<file path="config.mk">
export PLATFORM = sky130hd
export DESIGN_NAME = ifs_chaos_game_point_generator_flat
export DESIGN_NICKNAME = d
export VERILOG_FILES = /design/src/ifscg_pkg.sv /design/src/ifscg_if.sv /design/src/ifscg_cfg.sv /design/src/ifscg_ucode.sv /design/src/ifscg_datapath.sv /design/src/ifs_chaos_game_point_generator.sv /design/src/flat_wrapper.sv
export SDC_FILE = /design/constraint.sdc
export NUM_CORES = 2
export LEC_CHECK = 0
export BUFFER_PORTS_ARGS = -buffer_cell sky130_fd_sc_hd__buf_2
export CAP_MARGIN = 20
export CORE_MARGIN = 2
export CORE_UTILIZATION = 51
export CTS_BUF_LIST = sky130_fd_sc_hd__clkbuf_8
export DETAILED_ROUTE_END_ITERATION = 16
export PLACE_DENSITY_LB_ADDON = 0.08
export RECOVER_POWER = 50
export SYNTH_ARGS = -nofsm -noshare
export SYNTH_HDL_FRONTEND = slang
export SYNTH_SLANG_ARGS = --single-unit
</file>
<file path="constraint.sdc">
create_clock -name clk -period 10.84 [get_ports clk]
set_clock_uncertainty 0.1 [all_clocks]
set_input_delay 2.168 -clock clk [delete_from_list [all_inputs] [get_ports clk]]
set_output_delay 2.168 -clock clk [all_outputs]
set_load 0.02 [all_outputs]
</file>
<file path="src/ifscg_pkg.sv">
// Shared types and constants of the chaos-game point generator.
package ifscg_pkg;

  // Configuration port
  localparam int unsigned PADDR_W = 5;
  localparam int unsigned PDATA_W = 32;

  typedef enum logic [2:0] {
    REG_THR_FIRST,
    REG_THR_SECOND,
    REG_THR_THIRD,
    REG_X_SCALE,
    REG_Y_SCALE,
    REG_X_OFFSET,
    REG_Y_OFFSET
  } reg_idx_t;

  typedef struct packed {
    logic        [14:0] thr_first;
    logic        [14:0] thr_second;
    logic        [14:0] thr_third;
    logic        [7:0]  x_scale;
    logic        [7:0]  y_scale;
    logic signed [9:0]  x_offset;
    logic signed [9:0]  y_offset;
  } cfg_t;

  // Map coefficients in hundredths, indexed by map
  localparam int COEF_A_H [4] = '{0, 20, -15, 85};
  localparam int COEF_B_H [4] = '{0, -25, 30, 5};
  localparam int COEF_C_H [4] = '{0, 20, 25, -50};
  localparam int COEF_D_H [4] = '{15, 20, 25, 85};
  localparam int COEF_F_H [4] = '{0, 150, 45, 150};

  // Microprogram
  localparam int unsigned STEP_W = 4;
  typedef logic [STEP_W-1:0] step_t;

  localparam step_t STEP_IDLE  = 4'd0;
  localparam step_t STEP_FIRST = 4'd1;
  localparam step_t STEP_LAST  = 4'd10;

  typedef enum logic [1:0] {OPA_X, OPA_Y, OPA_NX} opa_sel_t;
  typedef enum logic [2:0] {OPB_A, OPB_B, OPB_C, OPB_D, OPB_SX, OPB_SY} opb_sel_t;
  typedef enum logic [1:0] {ACC_HOLD, ACC_LOAD, ACC_ADD, ACC_LOAD_F} acc_op_t;
  typedef enum logic [1:0] {SEQ_NEXT, SEQ_WAIT_IN, SEQ_WAIT_OUT, SEQ_JUMP} seq_t;

  typedef struct packed {
    logic     in_ready;
    opa_sel_t opa;
    opb_sel_t opb;
    acc_op_t  acc_op;
    logic     nx_load;
    logic     pt_load;
    logic     psum_load;
    logic     psum_y;
    logic     px_load;
    logic     py_load;
    logic     out_load;
    seq_t     seq;
    step_t    target;
  } cw_t;

  typedef struct packed {
    logic in_fire;
    logic out_free;
  } stat_t;

endpackage

</file>
<file path="src/ifscg_if.sv">
// Request channels: random draws in, plotted points out.
interface ifscg_draw_if;
  logic        valid;
  logic        ready;
  logic [14:0] random_value;

  modport source (output valid, output random_value, input ready);
  modport sink (input valid, input random_value, output ready);
endinterface

interface ifscg_plot_if;
  logic       valid;
  logic       ready;
  logic [9:0] column;
  logic [8:0] row;
  logic       on_screen;
  logic [1:0] map_index;

  modport source (output valid, output column, output row, output on_screen,
                  output map_index, input ready);
  modport sink (input valid, input column, input row, input on_screen,
                input map_index, output ready);
endinterface

</file>
<file path="src/ifscg_cfg.sv">
// APB register file for thresholds, scales and offsets.
module ifscg_cfg (
  input  logic                          clk,
  input  logic                          rst,
  input  logic                          psel,
  input  logic                          penable,
  input  logic                          pwrite,
  input  logic [ifscg_pkg::PADDR_W-1:0] paddr,
  input  logic [ifscg_pkg::PDATA_W-1:0] pwdata,
  output logic [ifscg_pkg::PDATA_W-1:0] prdata,
  output logic                          pready,
  output ifscg_pkg::cfg_t               cfg
);

  ifscg_pkg::reg_idx_t idx;
  logic                wr;

  assign idx    = ifscg_pkg::reg_idx_t'(paddr[ifscg_pkg::PADDR_W-1:2]);
  assign pready = 1'b1;
  assign wr     = psel && penable && pwrite;

  always_ff @(posedge clk) begin
    if (rst) begin
      cfg.thr_first  <= 15'd320;
      cfg.thr_second <= 15'd2600;
      cfg.thr_third  <= 15'd4900;
      cfg.x_scale    <= 8'd25;
      cfg.y_scale    <= 8'd25;
      cfg.x_offset   <= 10'sd0;
      cfg.y_offset   <= -10'sd160;
    end else if (wr) begin
      case (idx)
        ifscg_pkg::REG_THR_FIRST:  cfg.thr_first  <= pwdata[14:0];
        ifscg_pkg::REG_THR_SECOND: cfg.thr_second <= pwdata[14:0];
        ifscg_pkg::REG_THR_THIRD:  cfg.thr_third  <= pwdata[14:0];
        ifscg_pkg::REG_X_SCALE:    cfg.x_scale    <= pwdata[7:0];
        ifscg_pkg::REG_Y_SCALE:    cfg.y_scale    <= pwdata[7:0];
        ifscg_pkg::REG_X_OFFSET:   cfg.x_offset   <= $signed(pwdata[9:0]);
        ifscg_pkg::REG_Y_OFFSET:   cfg.y_offset   <= $signed(pwdata[9:0]);
        default: ;
      endcase
    end
  end

  always_comb begin
    case (idx)
      ifscg_pkg::REG_THR_FIRST:  prdata = {17'd0, cfg.thr_first};
      ifscg_pkg::REG_THR_SECOND: prdata = {17'd0, cfg.thr_second};
      ifscg_pkg::REG_THR_THIRD:  prdata = {17'd0, cfg.thr_third};
      ifscg_pkg::REG_X_SCALE:    prdata = {24'd0, cfg.x_scale};
      ifscg_pkg::REG_Y_SCALE:    prdata = {24'd0, cfg.y_scale};
      ifscg_pkg::REG_X_OFFSET:   prdata = {22'd0, cfg.x_offset};
      ifscg_pkg::REG_Y_OFFSET:   prdata = {22'd0, cfg.y_offset};
      default:                   prdata = '0;
    endcase
  end

endmodule

</file>
<file path="src/ifscg_ucode.sv">
// Microcode sequencer: step counter, control ROM and jump logic.
module ifscg_ucode (
  input  logic             clk,
  input  logic             rst,
  input  ifscg_pkg::stat_t stat,
  output ifscg_pkg::cw_t   cw
);

  ifscg_pkg::step_t step;
  ifscg_pkg::step_t step_next;
  ifscg_pkg::cw_t   word;

  function automatic ifscg_pkg::cw_t rom(input ifscg_pkg::step_t s);
    ifscg_pkg::cw_t w;
    w        = '0;
    w.seq    = ifscg_pkg::SEQ_NEXT;
    w.opa    = ifscg_pkg::OPA_X;
    w.opb    = ifscg_pkg::OPB_A;
    w.acc_op = ifscg_pkg::ACC_HOLD;
    w.target = ifscg_pkg::STEP_IDLE;
    case (s)
      4'd0: begin                       // wait for a draw, latch map
        w.in_ready = 1'b1;
        w.seq      = ifscg_pkg::SEQ_WAIT_IN;
      end
      4'd1: begin                       // a*x
        w.opa = ifscg_pkg::OPA_X;
        w.opb = ifscg_pkg::OPB_A;
      end
      4'd2: begin                       // b*y
        w.opa    = ifscg_pkg::OPA_Y;
        w.opb    = ifscg_pkg::OPB_B;
        w.acc_op = ifscg_pkg::ACC_LOAD;
      end
      4'd3: begin                       // c*x
        w.opa    = ifscg_pkg::OPA_X;
        w.opb    = ifscg_pkg::OPB_C;
        w.acc_op = ifscg_pkg::ACC_ADD;
      end
      4'd4: begin                       // d*y, new x out of acc
        w.opa     = ifscg_pkg::OPA_Y;
        w.opb     = ifscg_pkg::OPB_D;
        w.acc_op  = ifscg_pkg::ACC_LOAD_F;
        w.nx_load = 1'b1;
      end
      4'd5: w.acc_op = ifscg_pkg::ACC_ADD;
      4'd6: begin                       // commit point, x*x_scale
        w.opa     = ifscg_pkg::OPA_NX;
        w.opb     = ifscg_pkg::OPB_SX;
        w.pt_load = 1'b1;
      end
      4'd7: begin                       // y*y_scale, x offset sum
        w.opa       = ifscg_pkg::OPA_Y;
        w.opb       = ifscg_pkg::OPB_SY;
        w.psum_load = 1'b1;
      end
      4'd8: begin
        w.px_load   = 1'b1;
        w.psum_load = 1'b1;
        w.psum_y    = 1'b1;
      end
      4'd9: w.py_load = 1'b1;
      4'd10: begin                      // clip and hand over
        w.out_load = 1'b1;
        w.seq      = ifscg_pkg::SEQ_WAIT_OUT;
      end
      default: w.seq = ifscg_pkg::SEQ_JUMP;
    endcase
    return w;
  endfunction

  assign word = rom(step);

  always_comb begin
    cw = word;
    if (word.seq == ifscg_pkg::SEQ_WAIT_OUT && !stat.out_free) begin
      cw.out_load = 1'b0;
    end
  end

  always_comb begin
    case (word.seq)
      ifscg_pkg::SEQ_NEXT:     step_next = step + 1'b1;
      ifscg_pkg::SEQ_WAIT_IN:  step_next = stat.in_fire ? step + 1'b1 : step;
      ifscg_pkg::SEQ_WAIT_OUT: step_next = stat.out_free ? word.target : step;
      ifscg_pkg::SEQ_JUMP:     step_next = word.target;
      default:                 step_next = ifscg_pkg::STEP_IDLE;
    endcase
  end

  always_ff @(posedge clk) begin
    if (rst) begin
      step <= ifscg_pkg::STEP_IDLE;
    end else begin
      step <= step_next;
    end
  end

  a_fire_starts: assert property (@(posedge clk) disable iff (rst)
    stat.in_fire |=> step == ifscg_pkg::STEP_FIRST)
    else $error("accepted draw did not start the program");

  a_step_range: assert property (@(posedge clk) disable iff (rst)
    step <= ifscg_pkg::STEP_LAST)
    else $error("step counter left the program");

endmodule

</file>
<file path="src/ifscg_datapath.sv">
// Datapath: shared multiplier, accumulator, point, pixel and output registers.
module ifscg_datapath #(
  parameter int SCREEN_HALF_WIDTH  = 320,
  parameter int SCREEN_HALF_HEIGHT = 240,
  parameter int FRACTION_BITS      = 24
) (
  input  logic             clk,
  input  logic             rst,
  input  ifscg_pkg::cw_t   cw,
  input  ifscg_pkg::cfg_t  cfg,
  input  logic             in_fire,
  input  logic [14:0]      random_value,
  input  logic             out_ready,
  output logic             out_free,
  output logic             out_valid,
  output logic [9:0]       column,
  output logic [8:0]       row,
  output logic             on_screen,
  output logic [1:0]       map_index
);

  localparam int COEF_W = FRACTION_BITS + 2;
  localparam int PROD_W = 32 + COEF_W;
  localparam int ACC_W  = PROD_W;
  localparam int RND_W  = ACC_W - FRACTION_BITS;
  localparam int SUM_W  = PROD_W + 1;
  localparam int PXW    = SUM_W - FRACTION_BITS;

  function automatic logic signed [COEF_W-1:0] to_fixed(input int n);
    logic [63:0] mag;
    logic [63:0] q;
    logic [63:0] s;
    mag = (n < 0) ? 64'(-n) : 64'(n);
    q   = ((mag << FRACTION_BITS) + 64'd50) / 64'd100;
    s   = (n < 0) ? -q : q;
    return s[COEF_W-1:0];
  endfunction

  localparam logic signed [COEF_W-1:0] COEF_A [4] = '{
    to_fixed(ifscg_pkg::COEF_A_H[0]), to_fixed(ifscg_pkg::COEF_A_H[1]),
    to_fixed(ifscg_pkg::COEF_A_H[2]), to_fixed(ifscg_pkg::COEF_A_H[3])};
  localparam logic signed [COEF_W-1:0] COEF_B [4] = '{
    to_fixed(ifscg_pkg::COEF_B_H[0]), to_fixed(ifscg_pkg::COEF_B_H[1]),
    to_fixed(ifscg_pkg::COEF_B_H[2]), to_fixed(ifscg_pkg::COEF_B_H[3])};
  localparam logic signed [COEF_W-1:0] COEF_C [4] = '{
    to_fixed(ifscg_pkg::COEF_C_H[0]), to_fixed(ifscg_pkg::COEF_C_H[1]),
    to_fixed(ifscg_pkg::COEF_C_H[2]), to_fixed(ifscg_pkg::COEF_C_H[3])};
  localparam logic signed [COEF_W-1:0] COEF_D [4] = '{
    to_fixed(ifscg_pkg::COEF_D_H[0]), to_fixed(ifscg_pkg::COEF_D_H[1]),
    to_fixed(ifscg_pkg::COEF_D_H[2]), to_fixed(ifscg_pkg::COEF_D_H[3])};
  // f enters at product scale, so it is shifted up once more
  localparam logic signed [ACC_W-1:0] F_TERM [4] = '{
    ACC_W'(to_fixed(ifscg_pkg::COEF_F_H[0])) <<< FRACTION_BITS,
    ACC_W'(to_fixed(ifscg_pkg::COEF_F_H[1])) <<< FRACTION_BITS,
    ACC_W'(to_fixed(ifscg_pkg::COEF_F_H[2])) <<< FRACTION_BITS,
    ACC_W'(to_fixed(ifscg_pkg::COEF_F_H[3])) <<< FRACTION_BITS};

  localparam logic signed [PXW-1:0]   HW_S  = PXW'(SCREEN_HALF_WIDTH);
  localparam logic signed [PXW-1:0]   HH_S  = PXW'(SCREEN_HALF_HEIGHT);
  localparam logic signed [ACC_W-1:0] HALF  = ACC_W'(1) <<< (FRACTION_BITS - 1);

  // round to nearest, ties up, then clamp to 32 bits
  function automatic logic signed [31:0] round_sat(input logic signed [ACC_W-1:0] a);
    logic signed [ACC_W-1:0] t;
    logic signed [RND_W-1:0] r;
    t = a + HALF;
    r = $signed(t[ACC_W-1:FRACTION_BITS]);
    if ((&r[RND_W-1:31]) || !(|r[RND_W-1:31])) begin
      return r[31:0];
    end
    return r[RND_W-1] ? 32'sh8000_0000 : 32'sh7fff_ffff;
  endfunction

  // shift right with rounding toward zero
  function automatic logic signed [PXW-1:0] trunc_px(input logic signed [SUM_W-1:0] v);
    logic corr;
    corr = v[SUM_W-1] && (|v[FRACTION_BITS-1:0]);
    return $signed(v[SUM_W-1:FRACTION_BITS]) + $signed({{(PXW-1){1'b0}}, corr});
  endfunction

  logic signed [31:0]       x;
  logic signed [31:0]       y;
  logic signed [31:0]       nx;
  logic [1:0]               map;
  logic [1:0]               map_sel;
  logic signed [31:0]       opa;
  logic signed [COEF_W-1:0] opb;
  logic signed [PROD_W-1:0] mul;
  logic signed [PROD_W-1:0] prod;
  logic signed [ACC_W-1:0]  acc;
  logic signed [SUM_W-1:0]  psum;
  logic signed [PXW-1:0]    px;
  logic signed [PXW-1:0]    py;
  logic signed [PXW-1:0]    col_sum;
  logic signed [PXW-1:0]    row_sum;
  logic signed [9:0]        offset;
  logic                     vis;

  // cascaded threshold compare, in register order
  always_comb begin
    if (random_value < cfg.thr_first) begin
      map_sel = 2'd0;
    end else if (random_value < cfg.thr_second) begin
      map_sel = 2'd1;
    end else if (random_value < cfg.thr_third) begin
      map_sel = 2'd2;
    end else begin
      map_sel = 2'd3;
    end
  end

  always_comb begin
    case (cw.opa)
      ifscg_pkg::OPA_X:  opa = x;
      ifscg_pkg::OPA_Y:  opa = y;
      ifscg_pkg::OPA_NX: opa = nx;
      default:           opa = x;
    endcase
  end

  always_comb begin
    case (cw.opb)
      ifscg_pkg::OPB_A:  opb = COEF_A[map];
      ifscg_pkg::OPB_B:  opb = COEF_B[map];
      ifscg_pkg::OPB_C:  opb = COEF_C[map];
      ifscg_pkg::OPB_D:  opb = COEF_D[map];
      ifscg_pkg::OPB_SX: opb = $signed({{(COEF_W-8){1'b0}}, cfg.x_scale});
      ifscg_pkg::OPB_SY: opb = $signed({{(COEF_W-8){1'b0}}, cfg.y_scale});
      default:           opb = '0;
    endcase
  end

  assign mul     = PROD_W'(opa) * PROD_W'(opb);
  assign offset  = cw.psum_y ? cfg.y_offset : cfg.x_offset;
  assign vis     = (px >= -HW_S) && (px < HW_S) && (py >= -HH_S) && (py < HH_S);
  assign col_sum = px + HW_S;
  assign row_sum = py + HH_S;
  assign out_free = !out_valid || out_ready;

  // payload registers
  always_ff @(posedge clk) begin
    prod <= mul;
    if (in_fire) begin
      map <= map_sel;
    end
    case (cw.acc_op)
      ifscg_pkg::ACC_LOAD:   acc <= prod;
      ifscg_pkg::ACC_ADD:    acc <= acc + prod;
      ifscg_pkg::ACC_LOAD_F: acc <= prod + F_TERM[map];
      default:               acc <= acc;
    endcase
    if (cw.nx_load) begin
      nx <= round_sat(acc);
    end
    if (cw.psum_load) begin
      psum <= SUM_W'(prod) + (SUM_W'(offset) <<< FRACTION_BITS);
    end
    if (cw.px_load) begin
      px <= trunc_px(psum);
    end
    if (cw.py_load) begin
      py <= trunc_px(psum);
    end
    if (cw.out_load) begin
      column    <= vis ? col_sum[9:0] : 10'd0;
      row       <= vis ? row_sum[8:0] : 9'd0;
      on_screen <= vis;
      map_index <= map;
    end
  end

  // point state and output valid
  always_ff @(posedge clk) begin
    if (rst) begin
      x         <= '0;
      y         <= '0;
      out_valid <= 1'b0;
    end else begin
      if (cw.pt_load) begin
        x <= nx;
        y <= round_sat(acc);
      end
      if (cw.out_load) begin
        out_valid <= 1'b1;
      end else if (out_ready) begin
        out_valid <= 1'b0;
      end
    end
  end

  a_load_when_free: assert property (@(posedge clk) disable iff (rst)
    cw.out_load |-> out_free)
    else $error("output register overwritten before it was taken");

  a_load_sets_valid: assert property (@(posedge clk) disable iff (rst)
    cw.out_load |=> out_valid)
    else $error("result loaded but not presented");

  a_off_screen_zero: assert property (@(posedge clk) disable iff (rst)
    (out_valid && !on_screen) |-> (column == 10'd0 && row == 9'd0))
    else $error("off-screen result with nonzero coordinates");

endmodule

</file>
<file path="src/ifs_chaos_game_point_generator.sv">
// Top level of the chaos-game point generator.
//
// Each request on the draw channel carries one 15-bit random value; three
// threshold registers, compared in cascade, pick one of four fixed affine
// maps, which is applied to the internal point (signed fixed point with
// FRACTION_BITS fraction bits, origin after reset). The new point is scaled,
// offset, truncated toward zero and clipped to a window of
// 2*SCREEN_HALF_WIDTH by 2*SCREEN_HALF_HEIGHT pixels; one request leaves on
// the plot channel with column, row, on-screen flag and map index. The work
// runs as an eleven-step microprogram over one shared multiplier (six
// products per point: four for the map, two for the scaling), so a draw
// is accepted in the idle step, its result is loaded into the output
// register at the last step, and the next draw can be taken in the cycle
// after that, so a new draw waits until the last one is through. The output
// register holds a finished result while the next point is computed; the
// program only waits at its last step when that register is still full.
// Registers sit on an APB port at byte address 4*index.
module ifs_chaos_game_point_generator #(
  parameter int SCREEN_HALF_WIDTH  = 320,
  parameter int SCREEN_HALF_HEIGHT = 240,
  parameter int FRACTION_BITS      = 24
) (
  input  logic                          clk,
  input  logic                          rst,
  ifscg_draw_if.sink                    draw,
  ifscg_plot_if.source                  plot,
  input  logic                          psel,
  input  logic                          penable,
  input  logic                          pwrite,
  input  logic [ifscg_pkg::PADDR_W-1:0] paddr,
  input  logic [ifscg_pkg::PDATA_W-1:0] pwdata,
  output logic [ifscg_pkg::PDATA_W-1:0] prdata,
  output logic                          pready
);

  ifscg_pkg::cfg_t  cfg;
  ifscg_pkg::cw_t   cw;
  ifscg_pkg::stat_t stat;
  logic             out_free;

  // draw accepted only in the idle step of the program
  assign draw.ready    = cw.in_ready;
  assign stat.in_fire  = draw.valid && cw.in_ready;
  assign stat.out_free = out_free;

  ifscg_cfg u_cfg (
    .clk     (clk),
    .rst     (rst),
    .psel    (psel),
    .penable (penable),
    .pwrite  (pwrite),
    .paddr   (paddr),
    .pwdata  (pwdata),
    .prdata  (prdata),
    .pready  (pready),
    .cfg     (cfg)
  );

  ifscg_ucode u_ucode (
    .clk  (clk),
    .rst  (rst),
    .stat (stat),
    .cw   (cw)
  );

  ifscg_datapath #(
    .SCREEN_HALF_WIDTH  (SCREEN_HALF_WIDTH),
    .SCREEN_HALF_HEIGHT (SCREEN_HALF_HEIGHT),
    .FRACTION_BITS      (FRACTION_BITS)
  ) u_datapath (
    .clk          (clk),
    .rst          (rst),
    .cw           (cw),
    .cfg          (cfg),
    .in_fire      (stat.in_fire),
    .random_value (draw.random_value),
    .out_ready    (plot.ready),
    .out_free     (out_free),
    .out_valid    (plot.valid),
    .column       (plot.column),
    .row          (plot.row),
    .on_screen    (plot.on_screen),
    .map_index    (plot.map_index)
  );

endmodule
</file>
<file path="src/flat_wrapper.sv">
// flat-port wrapper written by rule: the top's interface ports become plain ports
module ifs_chaos_game_point_generator_flat 
#(
  parameter int SCREEN_HALF_WIDTH  = 320,
  parameter int SCREEN_HALF_HEIGHT = 240,
  parameter int FRACTION_BITS      = 24
)
  (clk, rst, psel, penable, pwrite, paddr, pwdata, prdata, pready, draw_valid, draw_random_value, draw_ready, plot_valid, plot_column, plot_row, plot_on_screen, plot_map_index, plot_ready);
  ifscg_draw_if draw_i ();
  ifscg_plot_if plot_i ();
  input  logic clk;
  input  logic rst;
  input  logic psel;
  input  logic penable;
  input  logic pwrite;
  input  logic [ifscg_pkg::PADDR_W-1:0] paddr;
  input  logic [ifscg_pkg::PDATA_W-1:0] pwdata;
  output logic [ifscg_pkg::PDATA_W-1:0] prdata;
  output logic pready;
  input wire logic [$bits(draw_i.valid)-1:0] draw_valid;
  input wire logic [$bits(draw_i.random_value)-1:0] draw_random_value;
  output wire logic [$bits(draw_i.ready)-1:0] draw_ready;
  output wire logic [$bits(plot_i.valid)-1:0] plot_valid;
  output wire logic [$bits(plot_i.column)-1:0] plot_column;
  output wire logic [$bits(plot_i.row)-1:0] plot_row;
  output wire logic [$bits(plot_i.on_screen)-1:0] plot_on_screen;
  output wire logic [$bits(plot_i.map_index)-1:0] plot_map_index;
  input wire logic [$bits(plot_i.ready)-1:0] plot_ready;
  assign draw_i.valid = draw_valid;
  assign draw_i.random_value = draw_random_value;
  assign draw_ready = draw_i.ready;
  assign plot_valid = plot_i.valid;
  assign plot_column = plot_i.column;
  assign plot_row = plot_i.row;
  assign plot_on_screen = plot_i.on_screen;
  assign plot_map_index = plot_i.map_index;
  assign plot_i.ready = plot_ready;
  ifs_chaos_game_point_generator #(.SCREEN_HALF_WIDTH(SCREEN_HALF_WIDTH), .SCREEN_HALF_HEIGHT(SCREEN_HALF_HEIGHT), .FRACTION_BITS(FRACTION_BITS)) u_core (.clk(clk), .rst(rst), .draw(draw_i), .plot(plot_i), .psel(psel), .penable(penable), .pwrite(pwrite), .paddr(paddr), .pwdata(pwdata), .prdata(prdata), .pready(pready));
endmodule
</file>
==> results.txt <==
FF-to-FF setup slack -> 0.50 ns
WP data required -> 11.28 ns
Largest net degree at the start of global routing -> 96
Initial antenna violation count -> 4
Vias per Instance -> 5.415
Crit path launch type -> flop
Reported max-cap violation count -> 7
Violated checks -> capacitance limit, slew limit
DIE AREA -> 104,600 um2
Post-synth ARST share -> 0%
Num rows -> 117
Total wire length -> 145,000 um
Post-synthesis cell count -> 5,519
RR Startpoint -> u_core.u_ucode.step[0]
Dpl hpwl -> 119,700 um
Distinct cells, synth -> 85
Count of yosys warnings during synthesis -> 0
Hold Path Cell Cnt -> 2
Overflow after GRT -> 0
CTS Buffer Depth -> 3
Initial Util -> 51.30%
Post-route DRC violation count -> 0
Final setup fails -> 0
Hold Vio Cnt, Final -> 0
Post-synth EDFFs -> 243
CTS clk-pin slew, worst paths -> 0.07 ns
CTS Buf Count -> 73
Slowest CP cell -> fa_1
Routability cong. -> 0.9187
Peak VDD IR -> 135.7 uV
RSZ-0062 raised after global routing -> no
Layout Area Growth over Synthesis -> 7.028%
Synth top area cells -> fa_1, edfxtp_1, dfxtp_1
Worst Path Arrival -> 10.78 ns
Synth area leader -> fa_1
Share of post-route cells with drive strength above 1 -> 5.923%
Max incr delay on CP -> 0.57 ns
CP Launch Point -> u_core.u_ucode.step[0]
Min-delay src -> u_core.u_datapath.x[16]
Crit Path Max Fanout -> 32
Max-slew violation count -> 309
Cell Area, Synth -> 52,040 um2
Worst reg-to-reg path cell count -> 34
IO buf count -> 78
First-pass GRT wire length -> 224,100 um
Most frequent cells in the layout -> inv_1, fa_1, nand2_1
IO Count -> 116
Routed Antenna Nets -> 0
Worst Max-Slew Pin Slew -> 3.629 ns
Main flop type after synthesis -> edfxtp_1
Hold path endpoint -> u_core.u_datapath.x[16]
Worst r2r dst -> u_core.u_datapath.prod[57]
Drt pass-1 iters -> 6
Net count, final -> 6,804
Post-Syn Area per Cell -> 9.430 um2
CTS Hold Bufs -> 0
Via Count -> 37,950
Slew headroom -> -141.9%
P_leak -> 27.41 nW
H-tree depth -> 3
Crit. End Element -> flop
Clock Latency Late Sink -> 0.68 ns
Flops & latches, synth -> 451
Worst hold path class -> reg2reg
Most common cell after layout, fill and taps aside -> inv_1
Total chip power -> 6.982 mW
Setup CP Type -> reg2reg
TritonCTS clock tree -> done
Overall Global Routing Usage -> 28.43%
Vias in the first global route -> 38,840
Yosys top cell area share -> 32.93%
Root buffer cell -> clkbuf_8
Drt first-iter violations -> 2,758
Die height -> 323.4 um
Power Density -> 125.3 nW/um2
Crit path time final -> 10.34 ns
Outcome -> finished, violations left
WL/cell -> 20.68 um
Die W -> 323.4 um
CTS sink cnt -> 451
Register area share after synthesis -> 22.02%
Final Cycle Share -> 95.42%
Max frequency -> 96.68 MHz
Core area -> 101,400 um2
Setup Total Neg Slack -> 0 ns
-- synthesized netlist by cell type, drive strengths merged, types with 6 or more instances --
master,number
nand3,62
o2111ai,8
nand2,641
o211ai,9
o31a,7
a21o,122
inv,1052
ha,308
o221ai,8
o211a,32
a221o,8
and2,73
nor2b,38
a31oi,22
nor3,58
nand4,45
or3,12
a22oi,42
and3,29
xnor2,133
or2,7
nor4,26
mux2i,45
o21ai,182
xor2,85
a211o,25
and4,9
nor2,450
a221oi,7
dfxtp,208
a41oi,6
edfxtp,243
fa,856
nand2b,25
clkbuf,177
o21a,53
buf,40
mux2,12
a211oi,17
o31ai,11
o21bai,21
a21oi,248
-- metrics by stage --
stage	cells	hold slack (ns)	setup WS [ns]	cell area, um2	utilization [%]
after floorplan	5535	0.3363	1.426	52100	-
after global routing	7008	0.3704	0.05424	55700	54.90
after CTS	7007	0.3553	0.5533	55720	54.92
after detailed placement	6874	0.3476	0.5858	54280	53.51
final	7009	0.3550	0.4963	55700	54.90
after global placement	6874	0.3417	0.6124	54280	53.51
-- cell type report --
type | count | area [um2]
multi-input cells | 3814 | 35930
inverters | 1053 | 3953
clock inverters | 46 | 239.0
flip-flops and latches | 451 | 11460
clock buffers | 87 | 1197
fillers | 9443 | 45750
well taps | 1368 | 1712
diodes | 2 | 5.005
repair buffers | 188 | 1204
-- what timing repair did --
| item | CTS | global route |
|---|---|---|
| gates resized for setup | 0 | 4 |
| setup endpoints to repair | 0 | 5 |
| setup buffers | 0 | 0 |
-- registers in the layout (all words and copies together), names as in the netlist, 35 cells and up --
register	count
u_core.u_datapath.py	35
u_core.u_datapath.prod	58
u_core.u_cfg.cfg	81
u_core.u_datapath.px	35
u_core.u_datapath.psum	59
u_core.u_datapath.acc	58
-- report_power, final --
part | internal [mW] | leakage, nW | total (mW) | switching, mW
Clock | 0.757 | 0.822 | 1.48 | 0.720
Sequential | 2.05 | 3.88 | 2.24 | 0.187
Combinational | 1.14 | 22.7 | 3.26 | 2.13
Total | 3.95 | 27.4 | 6.98 | 3.03
-- cell families (layout without fill, tap and decap cells) --
group / after synthesis / after routing / synth area share, %
xor+xnor: 218 / 218 / 3.669
compound gates: 868 / 868 / 10.98
flops: 451 / 451 / 22.02
buf+inv: 1270 / 1374 / 9.311
simple gates: 1487 / 1487 / 12.46
mux: 59 / 59 / 1.212
other cells: 2 / 20 / 0.01443
fa+ha+maj: 1164 / 1164 / 40.33
-- critical path, delay by kind of cell (launching register included) --
family | cells | cell delay [ns]
buffers and inverters | 8 | 0.93
and+or+nand+nor | 4 | 1.15
DFF | 1 | 0.34
xor gates and xnor gates | 1 | 0.14
AOI/OAI and AO/OA | 12 | 3.25
adders and majority gates | 9 | 4.22
-- per-layer routing --
layer / routed length (um) / vias to the layer above / GRT usage (%)
met4: 5722 / 6 / 10.12
met3: 8832 / 255 / 4.865
met5: 37 / - / 0
li1: - / 17680 / -
met2: 69090 / 1065 / 46.93
met1: 61300 / 18950 / 37.80
-- worst max path at each step --
| stage | endpoint | slack (ns) | depth (start not counted) |
|---|---|---|---|
| after floorplan | u_core.u_datapath.prod[55] | 1.43 | 37 |
| after global placement | u_core.u_datapath.prod[56] | 0.61 | 33 |
| after detailed placement | u_core.u_datapath.prod[56] | 0.59 | 33 |
| after CTS | u_core.u_datapath.prod[57] | 0.55 | 34 |
| after global routing | u_core.u_datapath.prod[57] | 0.05 | 38 |
| final | u_core.u_datapath.prod[57] | 0.50 | 34 |
(Power assumes the default switching activity.)
